$ cat src/tep_pkg.sv
// tile entry packer: shared types, format and register codes, header byte table
// no dependencies; used by every other file of the block but tep_checker.sv
package tep_pkg;

   localparam int TILE_ID_W  = 11;
   localparam int PAL_W      = 5;
   localparam int DIM_W      = 11;
   localparam int FMT_W      = 4;
   localparam int CSR_IDX_W  = 2;
   localparam int CSR_DATA_W = 11;

   localparam int HDR_LEN   = 36;
   localparam int POS_W     = 6;
   localparam int CMD_SLOTS = 5;
   localparam int SLOT_W    = $clog2(CMD_SLOTS + 1);

   localparam int Q_DEPTH = 2;
   localparam int Q_AW    = $clog2(Q_DEPTH);
   localparam int Q_CW    = Q_AW + 1;

   localparam logic [FMT_W-1:0] FMT_PLAIN       = 4'd0;
   localparam logic [FMT_W-1:0] FMT_ATTR9       = 4'd1;
   localparam logic [FMT_W-1:0] FMT_4BPP        = 4'd2;
   localparam logic [FMT_W-1:0] FMT_8BPP        = 4'd3;
   localparam logic [FMT_W-1:0] FMT_4BPP_HDR    = 4'd4;
   localparam logic [FMT_W-1:0] FMT_8BPP_HDR    = 4'd5;
   localparam logic [FMT_W-1:0] FMT_BORDER      = 4'd6;
   localparam logic [FMT_W-1:0] FMT_ATTR10      = 4'd7;
   localparam logic [FMT_W-1:0] FMT_ATTR_FIRST  = 4'd8;
   localparam logic [FMT_W-1:0] FMT_ID_PAL      = 4'd9;
   localparam logic [FMT_W-1:0] FMT_RLE_NIBBLE  = 4'd10;
   localparam logic [FMT_W-1:0] FMT_PLAIN_END_A = 4'd11;
   localparam logic [FMT_W-1:0] FMT_PLAIN_END_B = 4'd12;
   localparam logic [FMT_W-1:0] FMT_RLE_PAIR_00 = 4'd13;
   localparam logic [FMT_W-1:0] FMT_RLE_PAIR_FF = 4'd14;

   localparam logic [CSR_IDX_W-1:0] CSR_FORMAT = 2'd0;
   localparam logic [CSR_IDX_W-1:0] CSR_WIDTH  = 2'd1;
   localparam logic [CSR_IDX_W-1:0] CSR_HEIGHT = 2'd2;

   localparam logic [DIM_W-1:0] DIM_RESET = 11'd32;

   localparam logic [7:0] RUN_LIMIT_NIBBLE = 8'h0F;
   localparam logic [7:0] RUN_LIMIT_PAIR   = 8'hFF;
   localparam logic [7:0] END_MARK_FF      = 8'hFF;
   localparam logic [7:0] END_MARK_00      = 8'h00;
   localparam logic [7:0] BORDER_ATTR      = 8'h10;

   localparam logic [23:0] FILE_EXTRA     = 24'h24;
   localparam logic [23:0] DATA_EXTRA     = 24'h14;
   localparam logic [7:0]  HDR_CHUNK_SIZE = 8'h10;

   typedef logic [SLOT_W-1:0]          slot_cnt_type;
   typedef logic [CMD_SLOTS-1:0][7:0]  slot_bytes_type;

   // one queued work item for the back end
   typedef struct packed {
      logic           hdr;
      logic           last;
      slot_cnt_type   cnt;
      slot_bytes_type bytes;
   } cmd_type;

   typedef struct packed {
      logic [DIM_W-1:0] width_tiles;
      logic [DIM_W-1:0] height_tiles;
      logic [23:0]      map_size;
      logic [23:0]      total_size;
      logic [23:0]      data_size;
   } cfg_type;

   function automatic logic [7:0] hdr_byte(input logic [POS_W-1:0] idx, input cfg_type c);
      logic [15:0] w8;
      logic [15:0] h8;
      logic [7:0]  b;
      w8 = {2'b00, c.width_tiles, 3'b000};
      h8 = {2'b00, c.height_tiles, 3'b000};
      unique case (idx)
         6'd0:  b = 8'h52;
         6'd1:  b = 8'h43;
         6'd2:  b = 8'h53;
         6'd3:  b = 8'h4E;
         6'd4:  b = 8'hFF;
         6'd5:  b = 8'hFE;
         6'd7:  b = 8'h01;
         6'd8:  b = c.total_size[7:0];
         6'd9:  b = c.total_size[15:8];
         6'd10: b = c.total_size[23:16];
         6'd12: b = HDR_CHUNK_SIZE;
         6'd14: b = 8'h01;
         6'd16: b = 8'h4E;
         6'd17: b = 8'h52;
         6'd18: b = 8'h43;
         6'd19: b = 8'h53;
         6'd20: b = c.data_size[7:0];
         6'd21: b = c.data_size[15:8];
         6'd22: b = c.data_size[23:16];
         6'd24: b = w8[7:0];
         6'd25: b = w8[15:8];
         6'd26: b = h8[7:0];
         6'd27: b = h8[15:8];
         6'd32: b = c.map_size[7:0];
         6'd33: b = c.map_size[15:8];
         6'd34: b = c.map_size[23:16];
         default: b = 8'h00;
      endcase
      return b;
   endfunction

endpackage

$ cat src/tep_ifs.sv
// tile entry packer: request and response channel interfaces
// depends on tep_pkg for field widths
interface tep_req_if;
   import tep_pkg::*;
   logic                        valid;
   logic                        ready;
   logic [TILE_ID_W-1:0]        tile_id;
   logic                        flip_x;
   logic                        flip_y;
   logic                        prio;
   logic                        obj_palette_one;
   logic signed [PAL_W-1:0]     pal_index;
   logic                        last_tile;

   modport source (output valid, tile_id, flip_x, flip_y, prio, obj_palette_one, pal_index,
                   last_tile, input ready);
   modport sink   (input valid, tile_id, flip_x, flip_y, prio, obj_palette_one, pal_index,
                   last_tile, output ready);
   modport monitor (input valid, ready, tile_id, flip_x, flip_y, prio, obj_palette_one,
                    pal_index, last_tile);
endinterface

interface tep_rsp_if;
   logic       valid;
   logic       ready;
   logic [7:0] out_byte;
   logic       last_byte;

   modport source  (output valid, out_byte, last_byte, input ready);
   modport sink    (input valid, out_byte, last_byte, output ready);
   modport monitor (input valid, ready, out_byte, last_byte);
endinterface

$ cat src/tep_front.sv
// tile entry packer front end: config registers, run state, per-tile byte list
// depends on tep_pkg and tep_ifs
module tep_front (
   input  logic                           clock,
   input  logic                           reset,
   tep_req_if.sink                        req_ch,
   input  logic                           csr_we,
   input  logic [tep_pkg::CSR_IDX_W-1:0]  csr_index,
   input  logic [tep_pkg::CSR_DATA_W-1:0] csr_wdata,
   output logic                           push_valid,
   output tep_pkg::cmd_type               push_cmd,
   input  logic                           push_ready,
   output tep_pkg::cfg_type               cfg
);
   import tep_pkg::*;

   logic [FMT_W-1:0] format_ff;
   logic [DIM_W-1:0] width_ff;
   logic [DIM_W-1:0] height_ff;
   logic [21:0]      prod_ff;
   logic [23:0]      total_size_ff;
   logic [23:0]      data_size_ff;
   logic [23:0]      map_size;

   logic [7:0] rv_ff, rv_in;
   logic [7:0] rc_ff, rc_in;
   logic       hs_ff, hs_in;

   logic             acc;
   logic [3:0]       pal;
   logic [7:0]       lo;
   logic [7:0]       limit;
   logic             nibble;
   logic             cont;
   logic             close_old;
   logic             flush;
   logic [7:0]       rc1;
   logic [7:0]       rv1;
   logic [7:0]       attr;
   slot_cnt_type     n;
   slot_bytes_type   bytes;
   cmd_type          cmd;

   function automatic slot_bytes_type put_byte(input slot_bytes_type arr,
                                               input slot_cnt_type pos,
                                               input logic [7:0] b);
      slot_bytes_type r;
      r = arr;
      if (int'(pos) < CMD_SLOTS) begin
         r[pos] = b;
      end
      return r;
   endfunction

   assign map_size = {1'b0, prod_ff, 1'b0};
   assign cfg = '{width_tiles: width_ff, height_tiles: height_ff, map_size: map_size,
                  total_size: total_size_ff, data_size: data_size_ff};

   assign req_ch.ready = push_ready && !reset;
   assign acc          = req_ch.valid && req_ch.ready;
   assign push_valid   = acc && (cmd.cnt != '0);
   assign push_cmd     = cmd;

   always_comb begin
      pal    = req_ch.pal_index[PAL_W-1] ? 4'h0 : req_ch.pal_index[3:0];
      lo     = req_ch.tile_id[7:0];
      nibble = (format_ff == FMT_RLE_NIBBLE);
      limit  = nibble ? RUN_LIMIT_NIBBLE : RUN_LIMIT_PAIR;
      cont      = (rc_ff != 8'd0) && (rv_ff == lo);
      close_old = (rc_ff != 8'd0) && !cont;
      rc1       = cont ? rc_ff + 8'd1 : 8'd1;
      rv1       = cont ? rv_ff : lo;
      flush     = (rc1 >= limit) || req_ch.last_tile;
      attr  = 8'h00;
      bytes = '0;
      n     = '0;
      hs_in = hs_ff;
      rv_in = rv_ff;
      rc_in = rc_ff;
      cmd   = '0;

      unique case (format_ff) inside
         FMT_PLAIN, FMT_PLAIN_END_A, FMT_PLAIN_END_B: begin
            bytes[0] = lo | {req_ch.flip_y, req_ch.flip_x, 6'b000000};
            n = slot_cnt_type'(1);
            if (req_ch.last_tile && format_ff != FMT_PLAIN) begin
               bytes[1] = END_MARK_FF;
               n = slot_cnt_type'(2);
            end
         end
         FMT_ATTR9: begin
            attr = {req_ch.prio, req_ch.flip_y, req_ch.flip_x, req_ch.obj_palette_one,
                    req_ch.tile_id[8], pal[2:0]};
            bytes[0] = lo;
            bytes[1] = attr;
            n = slot_cnt_type'(2);
         end
         FMT_4BPP, FMT_8BPP, FMT_4BPP_HDR, FMT_8BPP_HDR: begin
            attr = {pal, req_ch.flip_y, req_ch.flip_x, req_ch.tile_id[9:8]};
            bytes[0] = lo;
            bytes[1] = attr;
            n = slot_cnt_type'(2);
            if ((format_ff == FMT_4BPP_HDR || format_ff == FMT_8BPP_HDR) && !hs_ff) begin
               cmd.hdr = 1'b1;
               hs_in   = 1'b1;
            end
         end
         FMT_BORDER: begin
            attr = BORDER_ATTR | {req_ch.flip_y, req_ch.flip_x, 2'b00, pal[1:0], 2'b00};
            bytes[0] = lo;
            bytes[1] = attr;
            n = slot_cnt_type'(2);
         end
         FMT_ATTR10: begin
            attr = {req_ch.flip_y, req_ch.flip_x, req_ch.prio, pal[2:0],
                    req_ch.tile_id[9:8]};
            bytes[0] = lo;
            bytes[1] = attr;
            n = slot_cnt_type'(2);
         end
         FMT_ATTR_FIRST: begin
            attr = {req_ch.prio, pal[1:0], req_ch.flip_y, req_ch.flip_x,
                    req_ch.tile_id[10:8]};
            bytes[0] = attr;
            bytes[1] = lo;
            n = slot_cnt_type'(2);
         end
         FMT_ID_PAL: begin
            attr = {pal, 1'b0, req_ch.tile_id[10:8]};
            bytes[0] = lo;
            bytes[1] = attr;
            n = slot_cnt_type'(2);
         end
         FMT_RLE_NIBBLE, FMT_RLE_PAIR_00, FMT_RLE_PAIR_FF: begin
            if (close_old) begin
               if (nibble) begin
                  bytes = put_byte(bytes, n, {rv_ff[3:0], rc_ff[3:0]});
                  n = n + slot_cnt_type'(1);
               end else begin
                  bytes = put_byte(bytes, n, rv_ff);
                  n = n + slot_cnt_type'(1);
                  bytes = put_byte(bytes, n, rc_ff);
                  n = n + slot_cnt_type'(1);
               end
            end
            if (flush) begin
               if (nibble) begin
                  bytes = put_byte(bytes, n, {rv1[3:0], rc1[3:0]});
                  n = n + slot_cnt_type'(1);
               end else begin
                  bytes = put_byte(bytes, n, rv1);
                  n = n + slot_cnt_type'(1);
                  bytes = put_byte(bytes, n, rc1);
                  n = n + slot_cnt_type'(1);
               end
            end
            if (req_ch.last_tile) begin
               bytes = put_byte(bytes, n,
                                (format_ff == FMT_RLE_PAIR_FF) ? END_MARK_FF : END_MARK_00);
               n = n + slot_cnt_type'(1);
            end
            rv_in = rv1;
            rc_in = flush ? 8'd0 : rc1;
         end
         default: begin
            rc_in = 8'd0;
         end
      endcase

      if (req_ch.last_tile) begin
         hs_in = 1'b0;
         rc_in = 8'd0;
         rv_in = 8'd0;
      end

      cmd.last  = req_ch.last_tile;
      cmd.cnt   = n;
      cmd.bytes = bytes;
   end

   always_ff @(posedge clock) begin
      if (reset) begin
         format_ff <= FMT_PLAIN;
         width_ff  <= DIM_RESET;
         height_ff <= DIM_RESET;
         rv_ff     <= 8'd0;
         rc_ff     <= 8'd0;
         hs_ff     <= 1'b0;
      end else if (csr_we) begin
         case (csr_index)
            CSR_FORMAT: begin
               format_ff <= csr_wdata[FMT_W-1:0];
               rv_ff     <= 8'd0;
               rc_ff     <= 8'd0;
               hs_ff     <= 1'b0;
            end
            CSR_WIDTH:  width_ff  <= csr_wdata[DIM_W-1:0];
            CSR_HEIGHT: height_ff <= csr_wdata[DIM_W-1:0];
            default: ;
         endcase
      end else if (acc) begin
         rv_ff <= rv_in;
         rc_ff <= rc_in;
         hs_ff <= hs_in;
      end
   end

   // header sizes, two register stages behind the dimension registers
   always_ff @(posedge clock) begin
      prod_ff       <= width_ff * height_ff;
      total_size_ff <= map_size + FILE_EXTRA;
      data_size_ff  <= map_size + DATA_EXTRA;
   end

endmodule

$ cat src/tep_queue.sv
// tile entry packer: short command queue between front and back end
// depends on tep_pkg
module tep_queue (
   input  logic             clock,
   input  logic             reset,
   input  logic             push_valid,
   input  tep_pkg::cmd_type push_cmd,
   output logic             push_ready,
   output logic             pop_valid,
   output tep_pkg::cmd_type pop_cmd,
   input  logic             pop_ready
);
   import tep_pkg::*;

   cmd_type         mem_ff [Q_DEPTH];
   logic [Q_AW-1:0] wr_ff, wr_in;
   logic [Q_AW-1:0] rd_ff, rd_in;
   logic [Q_CW-1:0] cnt_ff, cnt_in;
   logic            do_push;
   logic            do_pop;

   assign push_ready = (cnt_ff != Q_CW'(Q_DEPTH));
   assign pop_valid  = (cnt_ff != '0);
   assign pop_cmd    = mem_ff[rd_ff];
   assign do_push    = push_valid && push_ready;
   assign do_pop     = pop_valid && pop_ready;

   always_comb begin
      wr_in  = do_push ? wr_ff + Q_AW'(1) : wr_ff;
      rd_in  = do_pop ? rd_ff + Q_AW'(1) : rd_ff;
      cnt_in = cnt_ff + Q_CW'(do_push) - Q_CW'(do_pop);
   end

   always_ff @(posedge clock) begin
      if (reset) begin
         wr_ff  <= '0;
         rd_ff  <= '0;
         cnt_ff <= '0;
      end else begin
         wr_ff  <= wr_in;
         rd_ff  <= rd_in;
         cnt_ff <= cnt_in;
      end
   end

   always_ff @(posedge clock) begin
      if (do_push) begin
         mem_ff[wr_ff] <= push_cmd;
      end
   end

endmodule

$ cat src/tep_back.sv
// tile entry packer back end: header and byte sequencer with output register
// depends on tep_pkg and tep_ifs
module tep_back (
   input  logic             clock,
   input  logic             reset,
   input  tep_pkg::cfg_type cfg,
   input  logic             pop_valid,
   input  tep_pkg::cmd_type pop_cmd,
   output logic             pop_ready,
   tep_rsp_if.source        rsp_ch
);
   import tep_pkg::*;

   cmd_type            cur_ff, cur_in;
   logic               busy_ff, busy_in;
   logic [POS_W-1:0]   pos_ff, pos_in;
   logic               out_valid_ff, out_valid_in;
   logic [7:0]         out_byte_ff, out_byte_in;
   logic               out_last_ff, out_last_in;

   logic               can_emit;
   logic               emit;
   logic               done;
   logic               pop;
   logic [POS_W-1:0]   last_pos;
   logic [SLOT_W-1:0]  data_idx;
   logic [7:0]         byte_now;

   assign rsp_ch.valid     = out_valid_ff;
   assign rsp_ch.out_byte  = out_byte_ff;
   assign rsp_ch.last_byte = out_last_ff;

   always_comb begin
      can_emit  = !out_valid_ff || rsp_ch.ready;
      emit      = busy_ff && can_emit;
      last_pos  = POS_W'(HDR_LEN) + POS_W'(cur_ff.cnt) - POS_W'(1);
      done      = emit && (pos_ff == last_pos);
      pop_ready = !busy_ff || done;
      pop       = pop_valid && pop_ready;
      data_idx  = SLOT_W'(pos_ff - POS_W'(HDR_LEN));
      byte_now  = (pos_ff < POS_W'(HDR_LEN)) ? hdr_byte(pos_ff, cfg) : cur_ff.bytes[data_idx];

      cur_in  = pop ? pop_cmd : cur_ff;
      busy_in = pop ? 1'b1 : (done ? 1'b0 : busy_ff);
      if (pop) begin
         pos_in = pop_cmd.hdr ? '0 : POS_W'(HDR_LEN);
      end else if (emit) begin
         pos_in = pos_ff + POS_W'(1);
      end else begin
         pos_in = pos_ff;
      end

      out_valid_in = emit ? 1'b1 : (rsp_ch.ready ? 1'b0 : out_valid_ff);
      out_byte_in  = emit ? byte_now : out_byte_ff;
      out_last_in  = emit ? (done && cur_ff.last) : out_last_ff;
   end

   always_ff @(posedge clock) begin
      if (reset) begin
         busy_ff      <= 1'b0;
         out_valid_ff <= 1'b0;
      end else begin
         busy_ff      <= busy_in;
         out_valid_ff <= out_valid_in;
      end
   end

   always_ff @(posedge clock) begin
      cur_ff      <= cur_in;
      pos_ff      <= pos_in;
      out_byte_ff <= out_byte_in;
      out_last_ff <= out_last_in;
   end

endmodule

$ cat src/tilemap_entry_packer_rle.sv
// tile entry packer top level: front end, command queue, back end
// depends on tep_pkg, tep_ifs, tep_front, tep_queue, tep_back
//
// One tile entry goes in per req transaction and the bytes of the selected map format come
// out one per rsp transaction, last_byte marking the final byte of the map. The response
// register moves one byte per cycle while rsp ready stays high, so the one-byte plain
// formats sustain one tile per cycle; the header formats add the 36 header bytes in
// front of the first tile of each map, and a run-length tile emits the bytes it closes.
// From an empty block, an item's first byte passes the queue entry, the current item
// register and the output register. Config writes (csr_index 0 format, 1 width, 2 height)
// are for the user to make only while no transaction is in flight; the block does not
// enforce this. Header sizes follow width and height via prod_ff and the size registers.
module tilemap_entry_packer_rle (
   input  logic                           clock,
   input  logic                           reset,
   tep_req_if.sink                        req_ch,
   tep_rsp_if.source                      rsp_ch,
   input  logic                           csr_we,
   input  logic [tep_pkg::CSR_IDX_W-1:0]  csr_index,
   input  logic [tep_pkg::CSR_DATA_W-1:0] csr_wdata
);
   import tep_pkg::*;

   cfg_type cfg;
   cmd_type push_cmd;
   cmd_type pop_cmd;
   logic    push_valid;
   logic    push_ready;
   logic    pop_valid;
   logic    pop_ready;

   tep_front u_front (
      .clock      (clock),
      .reset      (reset),
      .req_ch     (req_ch),
      .csr_we     (csr_we),
      .csr_index  (csr_index),
      .csr_wdata  (csr_wdata),
      .push_valid (push_valid),
      .push_cmd   (push_cmd),
      .push_ready (push_ready),
      .cfg        (cfg)
   );

   tep_queue u_queue (
      .clock      (clock),
      .reset      (reset),
      .push_valid (push_valid),
      .push_cmd   (push_cmd),
      .push_ready (push_ready),
      .pop_valid  (pop_valid),
      .pop_cmd    (pop_cmd),
      .pop_ready  (pop_ready)
   );

   tep_back u_back (
      .clock     (clock),
      .reset     (reset),
      .cfg       (cfg),
      .pop_valid (pop_valid),
      .pop_cmd   (pop_cmd),
      .pop_ready (pop_ready),
      .rsp_ch    (rsp_ch)
   );

endmodule

$ cat src/flat_wrapper.sv
// flat-port wrapper written by rule: the top's interface ports become plain ports
module tilemap_entry_packer_rle_flat import tep_pkg::*;
  (clock, reset, csr_we, csr_index, csr_wdata, req_ch_valid, req_ch_tile_id, req_ch_flip_x, req_ch_flip_y, req_ch_prio, req_ch_obj_palette_one, req_ch_pal_index, req_ch_last_tile, req_ch_ready, rsp_ch_valid, rsp_ch_out_byte, rsp_ch_last_byte, rsp_ch_ready);
  tep_req_if req_ch_i ();
  tep_rsp_if rsp_ch_i ();
  input  logic clock;
  input  logic reset;
  input  logic csr_we;
  input  logic [tep_pkg::CSR_IDX_W-1:0] csr_index;
  input  logic [tep_pkg::CSR_DATA_W-1:0] csr_wdata;
  input wire logic [$bits(req_ch_i.valid)-1:0] req_ch_valid;
  input wire logic [$bits(req_ch_i.tile_id)-1:0] req_ch_tile_id;
  input wire logic [$bits(req_ch_i.flip_x)-1:0] req_ch_flip_x;
  input wire logic [$bits(req_ch_i.flip_y)-1:0] req_ch_flip_y;
  input wire logic [$bits(req_ch_i.prio)-1:0] req_ch_prio;
  input wire logic [$bits(req_ch_i.obj_palette_one)-1:0] req_ch_obj_palette_one;
  input wire logic [$bits(req_ch_i.pal_index)-1:0] req_ch_pal_index;
  input wire logic [$bits(req_ch_i.last_tile)-1:0] req_ch_last_tile;
  output wire logic [$bits(req_ch_i.ready)-1:0] req_ch_ready;
  output wire logic [$bits(rsp_ch_i.valid)-1:0] rsp_ch_valid;
  output wire logic [$bits(rsp_ch_i.out_byte)-1:0] rsp_ch_out_byte;
  output wire logic [$bits(rsp_ch_i.last_byte)-1:0] rsp_ch_last_byte;
  input wire logic [$bits(rsp_ch_i.ready)-1:0] rsp_ch_ready;
  assign req_ch_i.valid = req_ch_valid;
  assign req_ch_i.tile_id = req_ch_tile_id;
  assign req_ch_i.flip_x = req_ch_flip_x;
  assign req_ch_i.flip_y = req_ch_flip_y;
  assign req_ch_i.prio = req_ch_prio;
  assign req_ch_i.obj_palette_one = req_ch_obj_palette_one;
  assign req_ch_i.pal_index = req_ch_pal_index;
  assign req_ch_i.last_tile = req_ch_last_tile;
  assign req_ch_ready = req_ch_i.ready;
  assign rsp_ch_valid = rsp_ch_i.valid;
  assign rsp_ch_out_byte = rsp_ch_i.out_byte;
  assign rsp_ch_last_byte = rsp_ch_i.last_byte;
  assign rsp_ch_i.ready = rsp_ch_ready;
  tilemap_entry_packer_rle u_core (.clock(clock), .reset(reset), .req_ch(req_ch_i), .rsp_ch(rsp_ch_i), .csr_we(csr_we), .csr_index(csr_index), .csr_wdata(csr_wdata));
endmodule
$ cat config.mk
export PLATFORM = sky130hd
export DESIGN_NAME = tilemap_entry_packer_rle_flat
export DESIGN_NICKNAME = d
export VERILOG_FILES = /design/src/tep_pkg.sv /design/src/tep_ifs.sv /design/src/tep_front.sv /design/src/tep_queue.sv /design/src/tep_back.sv /design/src/tilemap_entry_packer_rle.sv /design/src/flat_wrapper.sv
export SDC_FILE = /design/constraint.sdc
export NUM_CORES = 1
export LEC_CHECK = 0
export ABC_AREA = 1
export BUFFER_PORTS_ARGS = -buffer_cell sky130_fd_sc_hd__buf_2
export CORE_MARGIN = 1.5
export CORE_UTILIZATION = 61
export DETAILED_ROUTE_END_ITERATION = 8
export HOLD_SLACK_MARGIN = 0.1
export PLACE_DENSITY = 0.89
export SYNTH_ARGS = -nofsm -noshare
export SYNTH_HDL_FRONTEND = slang
export SYNTH_SLANG_ARGS = --single-unit
$ cat constraint.sdc
create_clock -name clock -period 12.15 [get_ports clock]
set_input_delay 0.6075 -clock clock [delete_from_list [all_inputs] [get_ports clock]]
set_output_delay 0.6075 -clock clock [all_outputs]
set_load 0.01 [all_outputs]
### Word-level counts from Yosys, hierarchy flattened

Memory sizes are Yosys's and may differ from the RTL's. A register that Yosys moved wholly into a read port is not among the register bits.
Cells that the tools add are included.

* flip-flop bits (word level): 178
* RAM bits: 90
* bits of input ports: 39
* output and inout bits: 11
* logic and storage cells: 227
* memories kept: 1

Memory list
* u_core.u_queue.mem_ff: depth 2, bits a word 45, read ports 1, clocked after memory_dff 1, wr ports 1, line tep_queue.sv:15 `cmd_type mem_ff [Q_DEPTH];`

* $add $sub $neg: 14
* multiply operators: 1
* magnitude comparators: 12
* equal/unequal tests: 46
* mux-type cells: 74
* bitwise gates (word level): 1
* reduce and logical (&&, ||, !) cells: 54

Operators by type and width (number)
* $mux W40: 13
* $pmux W8 S21: 1
* $bwmux W40: 4
* $mux W8: 19
* $pmux W16 S8: 1
* $demux W8 S3: 3
* $eq A6 B5 Y1 const B: 11
* $eq A6 B4 Y1 const B: 5
* $eq A4 B4 Y1 const B: 7
* $add A23 B5 Y24 const B: 1
* $add A23 B6 Y24 const B: 1
* $bmux W8 S3: 1
* $mux W24: 1
* $mul A11 B11 Y22: 1
* $eq A6 B3 Y1 const B: 3
* $eq A6 B6 Y1 const B: 3
* $mux W3: 6
* $mux W6: 3
* $eq A4 B3 Y1 const B: 4
* $lt A3 B4 Y1 const B: 4
* $mux W1: 16
* $mux W16: 1
* $pmux W8 S2: 1
* $logic_and A1 B1 Y1: 15
* 45 further kinds: 77

### Depth between registers and ports, before layout

Gate-level depths: netlist of the first run.

* word-level depth: 24
* gate-level depth with buffers: 33
* depth with buffers taken out: 32

### Cells and area by module

Synthesis of the first run repeated with hierarchy kept, for this count alone.

* cell total of the unflattened synthesis: 2210
* area total of the unflattened synthesis: 17929.7 um^2

By module, submodules not included
* tep_front: times used 1, cells an instance 1574, area each 10612.7 um^2, sequential area each 2162.1 um^2
* tep_queue: times used 1, cells an instance 176, area each 3691.0 um^2, sequential area each 2802.7 um^2
* tep_back: times used 1, cells an instance 460, area each 3626.0 um^2, sequential area each 1811.7 um^2

### Worst setup path after synthesis of the first run

No wires, ideal clock.

* path type: input -> register
* from: input req_ch_tile_id[3]
* to: memory u_core.u_queue.mem_ff[0][0] (netlist name) (enable)
* library setup time: 0.447 ns
* data arrival time: 5.305 ns
* data required time: 11.703 ns
* setup slack: 6.397 ns
* stages: 26
* path buffers: 1
* cells stage by stage: buf_4 inv_2 nand2_1 nand2_1 nor2_1 nand2_1 nor2_4 nand2_1 inv_1 and3_1 ha_1 nand2_1 nor3_1 nand4_4 nand2_4 nand2_1 o21ai_2 inv_1 ha_1 nand2_1 o221ai_1 a21oi_2 nor2_1 nand2_1 nand2_1 nor2_1

RTL lines
* start, declared: line flat_wrapper.sv:12 `input wire logic [$bits(req_ch_i.tile_id)-1:0] req_ch_tile_id;`
* end, declared: line tep_queue.sv:15

### Final worst setup path of the first run

* from: register u_core.u_front.width_ff[1]
* to: register u_core.u_front.prod_ff[19]

* cells in the longest elaborated chain, start to end: 1

Ends and longest elaborated chain
* start, declared: line tep_front.sv:18 `logic [DIM_W-1:0] width_ff;`
* start signal, assigned: line tep_front.sv:197 `CSR_WIDTH: width_ff <= csr_wdata[DIM_W-1:0];`
* $mul A11 B11 Y22: line tep_front.sv:210 `prod_ff <= width_ff * height_ff;`
* end signal, assigned: line tep_front.sv:210
* end, declared: line tep_front.sv:20 `logic [21:0] prod_ff;`

No other way between the ends.
A chain may end at the register's enable or synchronous reset.

==> results of run 1 <==
-- cell type report --
cell class,count,share of cell area
multi-input combinational,1291,0.472
sequential,264,0.369
inverter,333,0.0681
clock buffer,30,0.0386
tap,372,0.0254
timing repair buffer,55,0.0157
clock inverter,20,0.0109
antenna,2,0.000273
-- metrics by stage --
stage	hold slack (ns)	util
2_1_floorplan	0.331	-
3_3_place_gp	0.363	0.643
3_5_place_dp	0.361	0.644
4_1_cts	0.258	0.677
5_1_grt	0.295	0.677
6_report	0.269	0.677
-- power breakdown --
part | internal (mW) | switching, mW
clock network | 0.471 | 0.369
registers | 1.15 | 0.126
logic | 0.235 | 0.446
-- how the worst max path moves through the flow --
stage	startpoint	end
final	u_core.u_front.width_ff[1]$_SDFFE_PP0P_	u_core.u_front.prod_ff[19]$_DFF_P_
after global routing	u_core.u_front.format_ff[1]$_SDFFE_PP0P_	u_core.u_queue.cnt_ff[1]$_SDFF_PP0_
after CTS	u_core.u_front.width_ff[10]$_SDFFE_PP0P_	u_core.u_front.prod_ff[19]$_DFF_P_
after detailed placement	u_core.u_front.height_ff[2]$_SDFFE_PP0P_	u_core.u_front.prod_ff[19]$_DFF_P_
after global placement	u_core.u_front.height_ff[2]$_SDFFE_PP0P_	u_core.u_front.prod_ff[19]$_DFF_P_
after floorplan	req_ch_tile_id[3]	u_core.u_queue.mem_ff[0][0]$_DFFE_PP_
-- metal layers --
| layer | vias to the layer above | GRT usage |
|---|---|---|
| li1 | 6503 | - |
| met1 | 6705 | 0.480 |
| met2 | 818 | 0.515 |
| met3 | 121 | 0.0515 |
| met4 | 2 | 0.119 |
| met5 | - | 0 |
-- synthesized netlist by cell type, types with 51 or more instances --
master,instances
nor2_1,137
nand2_1,371
edfxtp_1,149
a21oi_1,118
ha_1,80
o21ai_0,130
fa_1,80
xor2_1,52
clkbuf_1,51
nand3_1,70
dfxtp_1,115
inv_1,318
-- worst max-delay path, stage by stage (launching register included) --
cell	delay [ns]
dfxtp_1	0.66
nand2_1	0.17
fa_1	0.52
fa_1	0.55
inv_1	0.06
fa_1	0.52
inv_1	0.05
fa_1	0.53
inv_1	0.05
fa_1	0.47
ha_1	0.38
a21oi_1	0.26
nor2_1	0.09
a211oi_1	0.26
o21ai_0	0.21
nand2_1	0.12
nor2_1	0.05
nor2_1	0.14
o21ai_0	0.12
xor2_1	0.17
-- state kept, by name (all words and copies together) (netlist names), 8 cells and up, named ones only --
| signal | cells |
|---|---|
| u_core.u_front.height_ff | 11 |
| u_core.u_front.prod_ff | 22 |
| u_core.u_queue.mem_ff | 90 |
| u_core.u_front.width_ff | 11 |
| u_core.u_front.rc_ff | 8 |
| u_core.u_front.data_size_ff | 23 |
| u_core.u_front.rv_ff | 8 |
| u_core.u_back.cur_ff | 44 |
| u_core.u_front.total_size_ff | 20 |
| u_core.u_back.rsp_ch.out_byte | 8 |
-- cell families (layout without fill, tap and decap cells) --
kind of cell             after synthesis  count (layout)  share of synthesized area
AO/OA/AOI/OAI                        381             381                      0.134
XOR/XNOR                              63              63                     0.0325
adder cells (fa/ha/maj)              160             160                      0.153
buffers and inverters                395             438                     0.0901
flip-flops                           264             264                      0.400
multiplexers                          45              45                     0.0298
other                                  0               2                          0
AND/OR/NAND/NOR                      642             642                      0.161
==> run summary, run 1 <==
The run finished with clean final reports. Number of enable-type register cells in the synthesized netlist: 149. The synthesis warning total was 0; the setup total negative slack was 0 ns. The uppermost layer routed was met5. Row generation in the floorplan step produced 60 rows. The pre-antenna-repair detailed-routing pass consisted of 6 iterations. The initial cell density of the core was 0.626; the clock buffer count from CTS was 28. The number of hold violations in the final report came out at 0. TritonCTS built the clock tree. The power density over the cells works out to 152 nW/µm². For the buffers inserted during post-CTS setup optimization, the log shows 0. The logs give 28800 µm² for the die area and 3 for the number of buffers between clock root and the deepest sink. The worst hold path begins at csr_wdata[5]. Entering global routing, the biggest net connects 55 pins. The worst path meets setup with 6.63 ns of slack.

The number of cells on the worst reg-to-reg path was 19. In this run the static leakage power is 8.03 nW. At the pin with the least slew margin, the transition time is 1.18 ns. The run gives 2109 as the final-layout fill cell count.

The number of gates resized after CTS was 0. The chip width came out at 170 µm. The tree is rooted in a clkbuf_16. The finished layout holds 2367 standard cells, fillers aside.

The tools report the H-tree depth reported by CTS as 1. The library cell used most frequently in the layout, excluding fill and tap cells, is nand2_1. 50 I/O pins were placed. In this run the cell area measured after placement is 17400 µm². The routed wirelength normalized by instance count was 20.0 µm. The total area of sequential cells is 6780 µm². The tools report the overall track demand over capacity in global routing as 0.334. The clock sink count is 264, and the vertical extent of the die is 170 µm.

The worst register-to-register path begins at u_core.u_front.width_ff[1]$_SDFFE_PP0P_. The final number of setup-violating endpoints is 0. The post-synthesis average cell area came out at 8.70 µm². The final instance area was 18400 µm²; the synthesis-to-finish area growth was 8.25%. The sum of internal, switching and leakage power was 2.80 mW.

For this run, design rule violations remaining after detail routing come to 0. Share of the synthesized area in the top cell type: 0.264. For this block, the via count after detailed routing is 14149. Before CTS, the worst setup slack after placement is 6.74 ns. Among all flip-flop cells after synthesis, the most frequent one is edfxtp_1.

Clock period minus final worst setup slack: 5.52 ns. The run gives 0.400 as the sequential-to-total area share from yosys stat. For the worst-case headroom to the max-slew limit, the log shows 0.210. For this run the aggregate overflow at the end of global routing stands at 0. The ratio of final minimum period to clock period came out at 0.454. VDD sags by at most 0.000112 V.

The placed cell count came out at 2315. Between clock sinks in the finished design, the worst skew comes to 0.0196 ns. For the count of unique library cells instantiated by Yosys, the log shows 59. The number of global-route vias before repair was 13614. The logs give 47400 µm for the aggregate routed wire length and 74000 µm for the wire length of the first global-routing pass.

The critical path is of the reg2reg type. The congestion estimate from routability-driven global placement came to 1.04. Synthesis handed over a netlist of 1950 instances. STA puts the critical path data required time at 12.59 ns. The tools report the arrival time of the worst setup path as 5.95 ns. In this run, the number of DRC markers left after iteration 0 of detailed routing was 1703.

Across all register-to-register paths, the minimum setup slack is 6.63 ns. The endpoint of the worst-slack reg-to-reg timing path was u_core.u_front.prod_ff[19]$_DFF_P_. The worst setup path is launched from a flop. Wire segments on met2 add up to 20800 µm in the final route. Met3 wire length: 4530 µm.

Setup repair after global routing left no endpoint under its margin. The final-report max-slew violation count was 0. The ratio of cells with drive above 1 in the final layout was 0.0898.

After clock tree synthesis, the flow added hold-fix buffers numbering 0. Initial antenna violation count: 4. The count of state elements after synthesis came out at 264.

Derived from the worst setup path, the maximum achievable clock frequency is 181 MHz. The synthesized netlist occupies a cell area of 17000 µm². Once detailed placement completed, the half-perimeter wirelength came to 35800 µm. Ranked by total cell area, the synthesized netlist is headed by edfxtp_1 (26%), dfxtp_1 (14%), fa_1 (9.4%), nand2_1 (8.2%), inv_1 (7.0%). The library cells used most frequently in the layout, excluding fill and tap cells, are nand2_1 (371), inv_1 (318), edfxtp_1 (149). Of all nets on the critical path, the largest fanout is 12.

The worst hold path was traced through 3 stages. For this run, the post-layout net count is 2172. After detailed routing, the wire length on met1 is 20200 µm. The combined area of the multi-input logic cells came out at 8660 µm². The worst hold path belongs to the class in2reg. Once detail routing completed, the nets flagged for antenna violations numbered 0. The cell accounting for the most synthesized area was edfxtp_1.

Post-synth net total: 2149. The worst setup path is captured at a flop. Across the run, the number of max-cap violations was 0.

Clock latency on the worst-skew pair, taken at its later pin, is 0.57 ns. The count of port buffers added during placement is 49, and the area of the core is 27100 µm². The per-cell via count in the routed design works out to 5.98.

The async set or reset register ratio after synthesis works out to 0. The hold path endpoint is u_core.u_front.width_ff[5]$_SDFFE_PP1P_. CTS clock-pin slew for the worst setup and hold paths: 0.07 ns.
Power figures use the tool's default switching activity.
==> inputs of run 2 (changes only) <==
--- a/config.mk
+++ b/config.mk
@@ -8,10 +8,10 @@
 export ABC_AREA = 1
 export BUFFER_PORTS_ARGS = -buffer_cell sky130_fd_sc_hd__buf_2
 export CORE_MARGIN = 1.5
-export CORE_UTILIZATION = 61
+export CORE_UTILIZATION = 57
 export DETAILED_ROUTE_END_ITERATION = 8
 export HOLD_SLACK_MARGIN = 0.1
-export PLACE_DENSITY = 0.89
+export PLACE_DENSITY = 0.88
 export SYNTH_ARGS = -nofsm -noshare
 export SYNTH_HDL_FRONTEND = slang
 export SYNTH_SLANG_ARGS = --single-unit
==> constraint.sdc (replaced) <==
create_clock -name clock -period 4.61 [get_ports clock]
set_input_delay 0.2305 -clock clock [delete_from_list [all_inputs] [get_ports clock]]
set_output_delay 0.2305 -clock clock [all_outputs]
set_load 0.01 [all_outputs]
==> run 2 against run 1 <==
Effect of this change: the flow now finishes with violations (negative setup slack); register-to-register slack lost 6.8 ns; worst setup slack worse by 6.8 ns; sequential cell count unchanged; critical endpoint unchanged; first-iteration DRC count rose by 7.8%; maximum frequency up 14%; total power rose to 2.8 times the previous value; count of clock-buffer cells in the layout increased by 3; cell count is 5.8% higher; critical path depth increased by 1; critical path type unchanged; worst hold slack got worse by 0.14 ns; design area rose by 9.1%.
==> run summary, run 2 (synthesis results as in run 1) <==
The root buffer selected by CTS is clkbuf_16. The initial antenna violation count was 2 (-2). The combined area of the multi-input logic cells is 9090 µm² (+5.0%), and the H-tree depth reported by CTS is 1 (unchanged). u_core.u_queue.mem_ff holds more flip-flops than any other register. The class of the tightest hold or removal check is in2reg. For the clock power share, the log shows 0.304 (+0.004). Leftover overflow at the end of global routing: 0 (unchanged). The startpoint identified for the worst register-to-register timing path is u_core.u_front.width_ff[4]$_SDFFE_PP0P_. The number of buffers between clock root and the deepest sink was 3 (unchanged).

The most common cell after layout, fill and taps aside was nand2_1. The first element of the critical path is u_core.u_front.width_ff[4]$_SDFFE_PP0P_. TritonCTS built the clock tree.

The final worst clock skew is 0.0112 ns (-0.00839 ns). The transition at the pin with the smallest max-transition slack was 1.09 ns (-0.0911 ns); the chip width was 175 µm (+3.4%). The number of global-route vias before repair was 14414 (+5.9%); the combinational power share was 0.271 (+0.028). The maximum net fanout on the critical path was 8 (-4). The number of core rows came out at 62 (+3.3%). The arrival time of the worst setup path was 5.30 ns (-0.65 ns); the final-layout fill cell count was 2051 (-2.8%).

The clock period minus final worst setup slack is 4.82 ns (-0.694 ns), and the ratio of final minimum period to clock period is 1.05 (+0.592). For the area of the core, the log shows 29000 µm² (+7.1%). In the layout the commonest cells are nand2_1 (352), inv_1 (301), edfxtp_1 (149).

Clock sink count: 264 (unchanged). The final reports fail on negative setup slack. The number of top-level design ports was 50 (unchanged); the synthesis-to-finish area growth was 18.1%. The worst hold path begins at reset. The pin count of the biggest net entering global routing is 54 (-1.8%), and the overall track demand over capacity in global routing is 0.325 (-0.00927). The number of routed nets with antenna violations is 0 (unchanged).

The final number of setup-violating endpoints is 5 (+5), and the ratio of cells with drive above 1 in the final layout is 0.184 (+0.0946). The tools report the initial cell density of the core as 0.584 (-0.0412). The logs give 0.425 (-0.031) for the power share of the sequential group and 2298 (+5.8%) for the number of nets in the layout. The worst-case headroom to the max-slew limit is 0.276 (+0.0668), and the number of hold violations in the final report is 0 (unchanged).

The detailed-routing iteration count for the pre-antenna-repair pass is 6 (unchanged), and the aggregate routed wire length is 51500 µm (+8.9%). The tools report the static leakage as 8.77 nW (+9.3%). The run gives 0 (unchanged) as the number of max-capacitance violations reported.

The total net switching power came out at 2.64 mW (+180%). The final-report max-slew violation count was 0 (unchanged). STA classifies the critical path startpoint as a flop. The critical path data required time came out at 5.09 ns (-7.50 ns). The cell internal power dissipation is 5.20 mW (+180%), and the per-cell via count in the routed design is 6.01 (+0.47%). The tools report the kind of end point of the critical path as a flop. The flip-flop count of the largest register, all copies and words added came out at 90 (unchanged). The CTS clock-pin slew for the worst setup and hold paths came out at 0.06 ns (about the same). The worst supply voltage drop on vdd was 0.000373 V (+230%). By startpoint and endpoint, the worst setup path is classified as reg2reg. The flow ran to the end, but the final reports show violations. The switching part of the total power was 0.336 (about the same); the insertion delay of the later-clocked pin in the worst-skew pair was 0.57 ns (about the same). For the number of DRC markers after the initial detailed-route iteration, the log shows 1835 (+7.8%).

The run gives 0.963 (-7.0%) as the final estimated routing congestion in global placement. The setup slack of the critical path after layout was -0.212 ns (-6.85 ns); the wire length of the first global-routing pass was 77700 µm (+5.0%). The power density over the cells was 391 nW/µm² (+160%); the pre-CTS setup slack was -0.292 ns (-7.03 ns). The clock buffer count from CTS is 28 (unchanged), and the sum of internal, switching and leakage power is 7.83 mW (+180%). Setup repair after global routing could not meet its margin everywhere.

Count of port buffers added during placement: 49 (unchanged). The tools report the maximum achievable frequency as 207 MHz (+14%). The logs give 15045 (+6.3%) for the via count and 36600 µm (+2.1%) for the half-perimeter wire length after detailed placement.

In the final layout, the registers with the most flip-flops are u_core.u_queue.mem_ff x90, u_core.u_back.cur_ff x44, u_core.u_front.data_size_ff x23. For the die area, the log shows 30800 µm² (+6.9%). Post-route DRC violation count: 0 (unchanged). The routed wirelength normalized by instance count is 20.6 µm (+2.9%), and the vertical extent of the die is 175 µm (+3.4%). The total area of sequential cells is 6840 µm² (+0.92%).
-- run 2: critical path, cell delays in order (launching register included) --
cell and delay (ns):
dfxtp_4 0.41, nand2_1 0.13, fa_1 0.59, inv_1 0.07, fa_1 0.49, inv_1 0.06
fa_1 0.50, inv_2 0.05, fa_1 0.52, inv_1 0.05, fa_1 0.50, inv_2 0.05
ha_4 0.30, nand2_4 0.06, buf_6 0.12, o21ai_4 0.13, nand2_2 0.10, nor2_4 0.13
nor2_4 0.05, o21ai_2 0.19, xor2_1 0.22
-- run 2: final cells by class --
| type | instances | share of cell area |
|---|---|---|
| well taps | 384 | 0.0240 |
| repair buffers | 181 | 0.0687 |
| inverters | 333 | 0.0627 |
| multi-input cells | 1291 | 0.454 |
| diodes | 1 | 0.000125 |
| clock buffers | 33 | 0.0359 |
| flip-flops and latches | 264 | 0.342 |
| clock inverters | 18 | 0.0129 |
-- run 2: final timing paths --
path                                                          endpoint  slack [ns]  depth (start not counted)
worst max register to register      u_core.u_front.prod_ff[19]$_DFF_P_       -0.21                         20
worst min register to register  u_core.u_front.data_size_ff[1]$_DFF_P_        0.35                          0
worst max-delay path                u_core.u_front.prod_ff[19]$_DFF_P_       -0.21                         20
worst min-delay path               u_core.u_queue.cnt_ff[0]$_SDFF_PP0_        0.13                          2
-- run 2: repair_timing --
action / CTS / global route
hold buffers: 30 / 0
setup endpoints to repair: 8 / 94
pin swaps: 16 / 48
endpoints found under the hold margin: 49 / 0
gates resized for setup: 39 / 110
buffers inserted: 5 / 11
-- run 2: power by group through the flow --
stage / registers, mW / logic (mW) / clock network, mW
2_1_floorplan: 3.23 / 1.35 / 0
3_3_place_gp: 3.35 / 1.86 / 0
3_5_place_dp: 3.36 / 1.93 / 0
4_1_cts: 3.32 / 2.00 / 2.39
5_1_grt: 3.36 / 2.28 / 2.49
6_report: 3.33 / 2.12 / 2.38
-- run 2: metrics by stage --
step | instances | TNS (ns) | hold slack [ns] | cell area, µm² | utilization
after global placement | 2407 | -0.333 | 0.347 | 18200 | 0.626
after CTS | 2493 | -0.0446 | 0.102 | 19600 | 0.675
final | 2505 | -0.419 | 0.126 | 20000 | 0.690
after floorplan | 1950 | 0 | 0.329 | 17200 | -
after global routing | 2504 | -1.53 | 0.118 | 20000 | 0.690
after detailed placement | 2407 | -1.18 | 0.349 | 18200 | 0.626
-- run 2: metal layers --
layer	wire, µm	vias up	track usage
met3	5140	195	0.0543
met2	23600	965	0.520
li1	-	6770	-
met5	16	-	0
met4	2410	2	0.131
met1	20400	7113	0.440
==> inputs of run 3 (changes only) <==
--- a/config.mk
+++ b/config.mk
@@ -6,12 +6,13 @@
 export NUM_CORES = 1
 export LEC_CHECK = 0
 export ABC_AREA = 1
-export BUFFER_PORTS_ARGS = -buffer_cell sky130_fd_sc_hd__buf_2
+export BUFFER_PORTS_ARGS = -buffer_cell sky130_fd_sc_hd__clkbuf_2
 export CORE_MARGIN = 1.5
 export CORE_UTILIZATION = 57
 export DETAILED_ROUTE_END_ITERATION = 8
 export HOLD_SLACK_MARGIN = 0.1
 export PLACE_DENSITY = 0.88
+export SLEW_MARGIN = 5
 export SYNTH_ARGS = -nofsm -noshare
 export SYNTH_HDL_FRONTEND = slang
 export SYNTH_SLANG_ARGS = --single-unit
==> run 3 against run 2 <==
Effect of this change: the run still ends with negative setup slack left; wire length fell by 2.5%; sequential share of layout area rose by 0.32 points; sequential cell count did not move; combinational power decreased by 2%; maximum frequency down 0.34%; worst setup slack got worse by 0.016 ns; cell count down 0.12%; worst hold slack lost 0.0068 ns; clock skew grew 0.0056 ns; first-iteration DRC count is 1.7% higher; sequential power hardly changed; non-clock buffer count down 1; critical path type unchanged.
==> run summary, run 3 (synthesis results as in run 1) <==
For the clock buffer count from CTS, the log shows 27 (-3.6%). For the aggregate routed wire length, the log shows 50300 µm (-2.5%). The half-perimeter wire length after detailed placement came out at 36500 µm (-0.11%). The critical path data required time is 5.08 ns (about the same).

For the initial cell density of the core, the log shows 0.584 (unchanged). The CTS clock-pin slew for the worst setup and hold paths came out at 0.07 ns (about the same). The area growth from synthesis to layout is 17.1%.

The final-report max-slew violation count came out at 0 (unchanged). The per-cell via count in the routed design is 5.94 (-1.0%). The run finished, with violations left. The met3 wire length came out at 4600 µm (-10%). The number of DRC markers after the initial detailed-route iteration is 1867 (+1.7%). The register with the most flip-flops in the final layout is u_core.u_queue.mem_ff.

The initial antenna violation count is 0 (-2), and the worst hold slack is 0.119 ns (-0.00678 ns). The tools report the detailed-routing iteration count for the pre-antenna-repair pass as 6 (unchanged). The number of top-level design ports was 50 (unchanged).

The overall track demand over capacity in global routing is 0.318 (-0.00653). In this run the top signal layer used is met4. Number of max-capacitance violations reported: 0 (unchanged). Among cell families on the critical path, the largest total delay comes from adder cells. The flip-flop count of the largest register, all copies and words added is 90 (unchanged).

Filler-free cell count of the finished design: 2502 (-0.12%). The tools report the reg-to-reg setup timing slack as -0.23 ns (-0.02 ns). The number of core rows was 62 (unchanged). For the die area, the log shows 30800 µm² (unchanged). Wire length of the first global-routing pass: 76200 µm (-1.9%).

Setup repair after global routing could not meet its margin everywhere. The final number of setup-violating endpoints was 7 (+2). The utilization after layout was 0.684 (-0.00569).

The slowest stage of the critical path belongs to the cell fa_1. The tools report the insertion delay of the later-clocked pin in the worst-skew pair as 0.57 ns (about the same). The run gives 264 (unchanged) as the clock sink count. The maximum achievable frequency was 207 MHz (-0.34%).

TritonCTS built the clock tree. The tools report the final estimated routing congestion in global placement as 1.02 (+5.7%). The ratio of final minimum period to clock period is 1.05 (+0.00357), and the post-route DRC violation count is 0 (unchanged). Counting stages on the worst path, the most repeated cell is fa_1. For the leftover overflow at the end of global routing, the log shows 0 (unchanged). The critical path is of the reg2reg type.

The arrival time of the worst setup path is 5.31 ns (about the same). The ratio of cells with drive above 1 in the final layout was 0.179 (-0.00549). The signal on the critical path passes through nand2_1, fa_1, fa_1, fa_1, fa_1, inv_1, fa_1, ha_4, nand2_2, o21ai_2, a21o_1, nand3_2, o21ai_2, nand2_1, nor2_1, nor2_1, o21ai_1, xor2_1.

The power density over the cells came out at 384 nW/µm² (-1.8%). For the setup slack of the critical path after layout, the log shows -0.228 ns (-0.0164 ns). The logs give 0 (-1) for the antenna diode count and 2409 (+0.083%) for the placed cell count. The cell sitting at the root of the clock tree is a clkbuf_16.

The chip width was 175 µm (unchanged). Sum of internal, switching and leakage power: 7.63 mW (-2.6%). The tools report the final worst clock skew as 0.0169 ns (+0.00562 ns).

In the layout the commonest cells are nand2_1 (354), inv_1 (303), edfxtp_1 (149). Via count: 14871 (-1.2%). Most common cell after layout, fill and taps aside: nand2_1. The worst path buffer plus inverter count came out at 1 (-5). Vertical extent of the die: 175 µm (unchanged). The final reports fail on negative setup slack. Number of hold violations in the final report: 0 (unchanged). In the final layout, the registers with the most flip-flops are u_core.u_queue.mem_ff x90, u_core.u_back.cur_ff x44, u_core.u_front.data_size_ff x23. The post-route met1 wirelength was 20700 µm (+1.4%). The logs give 3 (unchanged) for the number of buffers between clock root and the deepest sink and 8.79 nW (+0.21%) for the static leakage. For the total area of sequential cells, the log shows 6850 µm² (about the same). The worst setup path is captured at a flop. The number of nets in the layout was 2296 (-0.087%). The highest cell delay on the worst timing path is 0.53 ns (-0.06 ns), and the combined area of the multi-input logic cells is 9010 µm² (-0.85%). The H-tree depth reported by CTS is 1 (unchanged), and the clock period minus final worst setup slack is 4.84 ns (+0.0164 ns). For the number of routed nets with antenna violations, the log shows 0 (unchanged).

The maximum net fanout on the critical path is 6 (-2). The transition at the pin with the smallest max-transition slack is 1.13 ns (+0.0473 ns), and the number of global-route vias before repair is 14327 (-0.60%). For the worst-case headroom to the max-slew limit, the log shows 0.239 (-0.0373). Critical path startpoint category: a flop.

The met2 routed wirelength was 22600 µm (-4.1%). For the area of the core, the log shows 29000 µm² (unchanged). The routed wirelength normalized by instance count came out at 20.1 µm (-2.3%). The class of the tightest hold or removal check was in2reg.

The worst supply voltage drop on vdd was 0.000287 V (-23%); the pin count of the biggest net entering global routing was 54 (unchanged). The final-layout fill cell count is 2115 (+3.1%), and the count of port buffers added during placement is 49 (unchanged).
run 3: path summary, 6_finish.rpt:
kind	cells after the start	start	endpoint
worst max-delay path	18	u_core.u_front.height_ff[4]$_SDFFE_PP0P_	u_core.u_front.prod_ff[19]$_DFF_P_
worst min-delay path	1	req_ch_last_tile	u_core.u_queue.mem_ff[1][43]$_DFFE_PP_
worst max register to register	18	u_core.u_front.height_ff[4]$_SDFFE_PP0P_	u_core.u_front.prod_ff[19]$_DFF_P_
worst min register to register	0	u_core.u_front.prod_ff[0]$_DFF_P_	u_core.u_front.data_size_ff[1]$_DFF_P_
run 3: timing repair:
item,in CTS,in global routing
hold endpoints to repair,46,0
hold buffers,28,0
pin swaps,6,35
setup buffers,2,13
resized for setup,33,101
setup endpoints to repair,10,101
run 3: layout make-up:
type,count,area share
clock inverter,13,0.00832
inverter,333,0.0633
sequential,264,0.345
timing repair buffer,180,0.0689
tap,384,0.0242
multi-input combinational,1291,0.454
clock buffer,37,0.0367
run 3: worst register-to-register path: stages (launching register included):
cell and delay [ns]:
dfxtp_4 0.40, nand2_1 0.09, fa_1 0.53, fa_1 0.46
fa_1 0.52, fa_1 0.50, inv_1 0.06, fa_1 0.49
ha_4 0.31, nand2_2 0.08, o21ai_2 0.18, a21o_1 0.15
nand3_2 0.10, o21ai_2 0.18, nand2_1 0.10, nor2_1 0.10
nor2_1 0.06, o21ai_1 0.20, xor2_1 0.24
run 3: per-stage QoR:
stage,cell area [µm²],setup TNS [ns],worst slack (ns)
finish,19900,-0.676,-0.228
global route,19900,-1.51,-0.380
CTS,19500,-0.00835,-0.00835
detailed placement,18200,-1.29,-0.327
global placement,18200,-0.336,-0.146
floorplan,17200,0,0.00721
run 3: power breakdown:
part | internal, mW | switching, mW | leakage, nW
registers | 3.03 | 0.296 | 2.37
logic | 0.756 | 1.32 | 5.97
clock network | 1.29 | 0.942 | 0.443
run 3: metal layers:
layer / GRT usage / up-vias
met4: 0.142 / 0
met3: 0.0543 / 164
met2: 0.493 / 790
li1: - / 6775
met5: 0 / -
met1: 0.439 / 7142
